`src/rtl/core/ksp_pkg.sv`:
```
package ksp_pkg;

	// Pool geometry. The slot index width of the command channel follows from it.
	localparam int SLOT_COUNT = 64;
	localparam int SLOT_W     = $clog2(SLOT_COUNT);
	localparam int CNT_W      = $clog2(SLOT_COUNT + 1);

	// Widths of the channel fields.
	localparam int ACTION_W   = 3;
	localparam int KEY_W      = 64;
	localparam int PAYLOAD_W  = 64;
	localparam int STATUS_W   = 2;
	localparam int SLOT_OUT_W = 7;

	typedef enum logic [ACTION_W-1:0] {
		ACT_INSERT = 3'd0,
		ACT_REMOVE = 3'd1,
		ACT_LOOKUP = 3'd2,
		ACT_READ   = 3'd3,
		ACT_NEXT   = 3'd4
	} action_t;

	typedef enum logic [STATUS_W-1:0] {
		ST_OK   = 2'd0,
		ST_FULL = 2'd1,
		ST_MISS = 2'd2
	} status_t;

	typedef enum logic [1:0] {
		S_IDLE,
		S_MATCH,
		S_DECIDE,
		S_COMMIT
	} state_t;

	// Commands from the controller to the datapath.
	typedef struct packed {
		logic load_in;
		logic cap_match;
		logic cap_slot;
		logic commit;
	} ksp_ctl_t;

	// Index of the single set bit of a one-hot vector, zero when none is set.
	function automatic logic [SLOT_W-1:0] onehot_enc(input logic [SLOT_COUNT-1:0] v);
		logic [SLOT_W-1:0] r;
		r = '0;
		for (int i = 0; i < SLOT_COUNT; i++) begin
			if (v[i]) begin
				r = r | SLOT_W'(i);
			end
		end
		return r;
	endfunction

endpackage

```
`src/rtl/core/ksp_ctrl.sv`:
```
module ksp_ctrl import ksp_pkg::*; (
	input  logic     clk,
	input  logic     arst_n,
	input  logic     cmd_valid,
	output logic     cmd_ready,
	output logic     rsp_valid,
	input  logic     rsp_ready,
	output ksp_ctl_t ctl
);

	state_t state_q, state_d;
	logic   rsp_valid_q;

	always_ff @(posedge clk or negedge arst_n) begin
		if (!arst_n) begin
			state_q     <= S_IDLE;
			rsp_valid_q <= 1'b0;
		end else begin
			state_q <= state_d;
			if (ctl.commit) begin
				rsp_valid_q <= 1'b1;
			end else if (rsp_ready) begin
				rsp_valid_q <= 1'b0;
			end
		end
	end

	always_comb begin
		state_d = state_q;
		ctl     = '0;
		case (state_q)
			S_IDLE: begin
				if (cmd_valid) begin
					ctl.load_in = 1'b1;
					state_d     = S_MATCH;
				end
			end
			S_MATCH: begin
				ctl.cap_match = 1'b1;
				state_d       = S_DECIDE;
			end
			S_DECIDE: begin
				ctl.cap_slot = 1'b1;
				state_d      = S_COMMIT;
			end
			S_COMMIT: begin
				// The table is only changed once the result has a place to go.
				if (!rsp_valid_q || rsp_ready) begin
					ctl.commit = 1'b1;
					state_d    = S_IDLE;
				end
			end
			default: begin
				state_d = S_IDLE;
			end
		endcase
	end

	assign cmd_ready = (state_q == S_IDLE);
	assign rsp_valid = rsp_valid_q;

endmodule

```
`config.mk`:
```
export PLATFORM = sky130hd
export DESIGN_NAME = ksp_ctrl
export DESIGN_NICKNAME = d
export VERILOG_FILES = /design/src/rtl/core/ksp_pkg.sv /design/src/rtl/core/ksp_ctrl.sv
export SDC_FILE = /design/constraint.sdc
export NUM_CORES = 1
export LEC_CHECK = 0
export CAP_MARGIN = 0
export CORE_AREA = 2 2 39 41
export CTS_BUF_LIST = sky130_fd_sc_hd__clkbuf_16
export DETAILED_ROUTE_END_ITERATION = 6
export DIE_AREA = 0 0 41 43
export DONT_BUFFER_PORTS = 1
export PLACE_DENSITY = 0.33
export SETUP_SLACK_MARGIN = 0.05
export SYNTH_ARGS = -nofsm -noshare
export SYNTH_HDL_FRONTEND = slang
export SYNTH_SLANG_ARGS = --single-unit
```
`constraint.sdc`:
```
create_clock -name clk -period 1.9 [get_ports clk]
set_input_delay 0.57 -clock clk [delete_from_list [all_inputs] [get_ports clk]]
set_output_delay 0.57 -clock clk [all_outputs]
set_load 0.1 [all_outputs]
```
==> summary.txt, run 1 <==
Yosys warns -> 0
Count of different cell masters after synthesis -> 9
Die height -> 43 microns
Post-synthesis compound-gate area fraction -> 9.76%
Max-slew violation count -> 0
CTS tree -> built
Adder-Cell Fraction of Synth Area -> 24.4%
Mapped Cells -> 18
Initial antenna violation count -> 0
Number of routed nets with antenna violations -> 0
Met3 WL -> 59 microns
Critical path buffers and inverters -> 1
Crit path kind -> register to output pin
Vias in the first global route -> 180
Die area -> 0.00176 sq mm
Critical path peak fanout -> 4
Dpl cells -> 39
Slowest cell on crit path -> dfrtp_1
Placer Congestion -> 0.722
Final period util -> 94.1%
Seq/Total Area, Yosys -> 36.6%
Post-synthesis xor/xnor area fraction -> 0%
Worst slew pin tran -> 0.289 ns
CP Capture Type -> output pin
Number of synthesized flops with an enable pin -> 0
Post-synth ARST share -> 100%
Final min period -> 1.79 ns
Worst slew margin -> 80.8%
H-tree depth -> 1
Critical Path Start Type -> register
Multiplexer share of the synthesized area -> 7.32%
Clock root buffer -> clkbuf_16
Synthesis-stage register bit count -> 3
Core ar. -> 0.00138 sq mm
WL/cell -> 9.37 microns
CTS Buf Count -> 3
Syn-to-layout area delta -> 93.3%
GRT overflow -> 0
Delay-heaviest family, CP -> flip-flops
Setup TNS -> 0 ns
RSZ-0062 raised after global routing -> true
Port-buffer cells -> 0
FF/Latch Area -> 76.3 sq um
Max-cap viol count -> 0
Via/cell ratio -> 3.72
Synth top area cells -> dfrtp_1, ha_1, mux2_4, and2_1, nand2b_1
Multi-input gate area -> 135 sq um
Final setup vio count -> 0
Syn nets -> 26
Total GRT Usage -> 6.31%
Clock buffer depth -> 2
Total wire length -> 403 microns
Initial Util -> 14.8%
Clk Latency, worst-skew pair -> 0.22 ns
Post-CTS sizing -> 0
Fmax achieved -> 560 MHz
Synth cell count leaders -> ha_1, dfrtp_1, inv_1, and2_1, nand2b_1
Largest net degree at the start of global routing -> 5
Critical Path RT -> 1.33 ns
Detailed Place HPWL -> 335 microns
Starting DRT DRC Count -> 1
Count leader, synth -> ha_1
N_diodes -> 0
Post-Layout Cell Count -> 43
Die width -> 41 microns
Run status -> completed
Final net count -> 36
Clock Skews -> 0.00364 ns
Simple-gate share of the synthesized area -> 16.5%
CTS sink count -> 3
DRC viols -> 0
Total I/O pin count -> 10
Post-synth top area cell -> dfrtp_1
First-pass GRT wire length -> 641 microns
Met1 Routed Length -> 154 microns
Clock-pin slew on the worst setup and hold paths -> 0.03 ns
Synthesized area per cell -> 11.4 sq um
Total number of vias -> 160
CP cell instances -> ha_1 -> and2_2 -> buf_12
Row Count -> 14
Setup bufs post-CTS -> 0
Layout cell share with drive strength beyond 1 -> 63.0%
Synth Cell Area -> 205 sq um
Fillcell total -> 141
Hold_buf cts -> 0
Router iterations before antenna repair -> 2
Synth Flop Type -> dfrtp_1
DR top layer -> met3
Main combinational cell family by area after synthesis -> adder cells
HP Class -> input pin to asynchronous set/reset pin
Met2 routed WL -> 189 microns
CP peak stage delay -> 0.41 ns
CP arrival -> 1.22 ns
Area share of the largest cell type after synthesis -> 36.6%
Hold Vio Cnt, Final -> 0
cell families (layout without fill, tap and decap cells):
family                     count (synthesis)  in the layout
muxes                                      1              1
and+or+nand+nor                            5              5
DFF                                        3              3
AOI/OAI and AO/OA                          2              2
adders and majority gates                  4              4
buffers and inverters                      3             12
metrics by stage:
step                      hold WS, ns  util [%]  cell area, sq um  setup WS (ns)
final                          0.0436      28.7               397          0.113
after global routing           0.0362      28.7               397         0.0499
after CTS                      0.0382      28.7               397         0.0729
after detailed placement        0.274      23.0               318          0.247
after global placement          0.274      23.0               318          0.255
after floorplan                 0.274         -               223         0.0131
layout make-up:
type / count / area share, %
Clock buffer: 3 / 18.9
Clock inverter: 1 / 0.946
Inverter: 3 / 2.84
Multi-Input combinational cell: 12 / 34.1
Sequential cell: 3 / 19.2
Tap cell: 16 / 5.05
Timing Repair Buffer: 5 / 18.9
per-layer routing:
metal / vias to the layer above / GRT usage, %
li1: 79 / -
met1: 71 / 5.43
met2: 10 / 7.50
met3: 0 / 6.81
met4: 0 / 6.00
met5: - / 0
placed cells by master, fill, tap and decap left out:
cell type and count:
and3b_1 1, dfrtp_2 1, nand2b_1 2, a21oi_2 1, mux2_4 1, inv_1 2, ha_4 1, and2_2 1
inv_2 2, buf_4 2, o32a_2 1, dfrtp_1 2, and2_4 1, clkbuf_16 3, buf_12 3, ha_1 3
final timing paths:
path                            start  cells after the start  slack, ns         end
max in group asynchronous      arst_n                      0       1.78   rsp_valid
min                            arst_n                      0       0.04   rsp_valid
max                        state_q[0]                      3       0.11      ctl[0]
max reg2reg                state_q[0]                      4       0.48  state_q[1]
min reg2reg                 rsp_valid                      2       0.53   rsp_valid
min in group clk            rsp_valid                      2       0.53   rsp_valid
worst reg2reg max path, stage by stage, from the launching register on:
cell	delay, ns
dfrtp_1	0.41
ha_1	0.23
and3b_1	0.20
a21oi_2	0.14
mux2_4	0.31
registers in the layout (all words and copies together), names as in the netlist:
signal and count:
state_q 2, rsp_valid 1
Power of run 1 is left out: the tool's default activity adds up to more than one toggle a clock period on the data nets, which glitch-free logic cannot reach.
==> run 2, diff against run 1 <==
Settings changed: CTS_CLUSTER_DIAMETER set to 200.
Clock period 1.9 ns to 2.25 ns, I/O delays scaled along.
==> summary.txt, run 2 (synthesis results as in run 1) <==
Number of routed nets with antenna violations -> 0 (unchanged)
CP cell instances -> inv_1 -> ha_2 -> and2_2 -> buf_12 (was ha_1 -> and2_2 -> buf_12)
CP peak stage delay -> 0.40 ns (was 0.41 ns)
CTS Buf Count -> 3 (unchanged)
Slowest cell on crit path -> dfrtp_1 (unchanged)
Hold_buf cts -> 0 (unchanged)
Multi-input gate area -> 124 sq um (was 135 sq um)
Starting DRT DRC Count -> 1 (unchanged)
Row Count -> 14 (unchanged)
N_diodes -> 0 (unchanged)
Clock buffer depth -> 2 (unchanged)
Critical Path RT -> 1.57 ns (was 1.33 ns)
Crit path kind -> register to output pin (unchanged)
Largest net degree at the start of global routing -> 5 (unchanged)
Final net count -> 37 (was 36)
WL/cell -> 9.73 microns (was 9.37 microns)
CP Capture Type -> output pin (unchanged)
FF/Latch Area -> 75.1 sq um (was 76.3 sq um)
Max FFs per register -> 2 (unchanged)
Die width -> 41 microns (unchanged)
Vias in the first global route -> 182 (was 180)
DRC viols -> 0 (unchanged)
Most frequent cells in the layout -> inv_1, buf_4, ha_1, clkbuf_16, dfrtp_1 (was ha_1, clkbuf_16, buf_12)
Port-buffer cells -> 0 (unchanged)
Largest register by flop count -> state_q (unchanged)
Fin util -> 27.4% (was 28.7%)
Fillcell total -> 146 (was 141)
Total I/O pin count -> 10 (unchanged)
Critical path peak fanout -> 4 (unchanged)
RSZ-0062 raised after global routing -> false (was true)
Fmax achieved -> 524 MHz
Worst slew pin tran -> 0.301 ns (was 0.289 ns)
Detailed Place HPWL -> 360 microns (was 335 microns)
Reg2Reg Setup Slack -> 0.72 ns (was 0.48 ns)
Post-CTS sizing -> 0 (unchanged)
Run status -> completed (unchanged)
Initial antenna violation count -> 0 (unchanged)
HP Class -> input pin to asynchronous set/reset pin (unchanged)
Worst Setup EP -> ctl[3] (was ctl[0])
Via/cell ratio -> 3.61 (was 3.72)
Total GRT Usage -> 6.95% (was 6.31%)
Layout cell share with drive strength beyond 1 -> 53.6% (was 63.0%)
Worst slew margin -> 79.9% (was 80.8%)
Total number of vias -> 159 (was 160)
Crit path depth -> 4 (was 3)
CP arrival -> 1.23 ns (was 1.22 ns)
Total wire length -> 428 microns (was 403 microns)
Worst R2R Path Depth -> 5 (was 4)
Clock-pin slew on the worst setup and hold paths -> 0.03 ns (about the same)
Syn-to-layout area delta -> 84.8% (was 93.3%)
Hold Vio Cnt, Final -> 0 (unchanged)
Delay-heaviest family, CP -> flip-flops (unchanged)
Clk Latency, worst-skew pair -> 0.22 ns (about the same)
Worst r2r dst -> state_q[1] (unchanged)
Critical Path Start Type -> register (unchanged)
Clock root buffer -> clkbuf_16 (unchanged)
Core ar. -> 0.00138 sq mm (unchanged)
RR Startpoint -> state_q[0] (unchanged)
CTS sink count -> 3 (unchanged)
Max-slew violation count -> 0 (unchanged)
Router iterations before antenna repair -> 2 (unchanged)
Final setup vio count -> 0 (unchanged)
Critical path buffers and inverters -> 2 (was 1)
Setup bufs post-CTS -> 0 (unchanged)
Placer Congestion -> 0.660 (was 0.722)
H-tree depth -> 1 (unchanged)
Die height -> 43 microns (unchanged)
Final period util -> 84.8%
Critical path launch point -> state_q[0] (unchanged)
Clock Skews -> 0.00148 ns (was 0.00364 ns)
Max-cap viol count -> 0 (unchanged)
GRT overflow -> 0 (unchanged)
CTS tree -> built (unchanged)
Initial Util -> 14.8% (unchanged)
Placed Area -> 300 sq um (was 318 sq um)
Final min period -> 1.91 ns
Cell area after layout -> 379 sq um (was 397 sq um)
Die area -> 0.00176 sq mm (unchanged)
First-pass GRT wire length -> 759 microns (was 641 microns)
-- run 2: through the flow --
| step | setup TNS [ns] | std cells | hold slack, ns | setup WS [ns] |
|---|---|---|---|---|
| 2_1_floorplan | -0.0246 | 18 | 0.379 | -0.0246 |
| 3_3_place_gp | 0 | 40 | 0.379 | 0.398 |
| 3_5_place_dp | 0 | 40 | 0.380 | 0.381 |
| 4_1_cts | 0 | 44 | 0.149 | 0.340 |
| 5_1_grt | 0 | 44 | 0.145 | 0.277 |
| 6_report | 0 | 44 | 0.152 | 0.342 |
-- run 2: worst min path at each step --
stage	endpoint	start	slack (ns)	cells after the start
3_3_place_gp	rsp_valid	arst_n	0.38	0
5_1_grt	rsp_valid	arst_n	0.14	0
4_1_cts	rsp_valid	arst_n	0.15	0
6_report	rsp_valid	arst_n	0.15	0
2_1_floorplan	rsp_valid	arst_n	0.38	0
3_5_place_dp	rsp_valid	arst_n	0.38	0
-- run 2: cell type report --
type	count	share of cell area, %
inverters	3	2.97
well taps	16	5.28
multi-input cells	12	32.7
clock buffers	3	19.8
flip-flops and latches	3	19.8
clock inverters	1	0.990
repair buffers	6	18.5
-- run 2: layer usage --
layer,share of wire (%),vias up,GRT usage [%]
met5,0,-,0
met4,0,0,4.00
met3,11,0,5.76
met2,51,6,9.69
met1,37,76,6.82
li1,-,77,-
Power of run 2 is left out for the same reason.
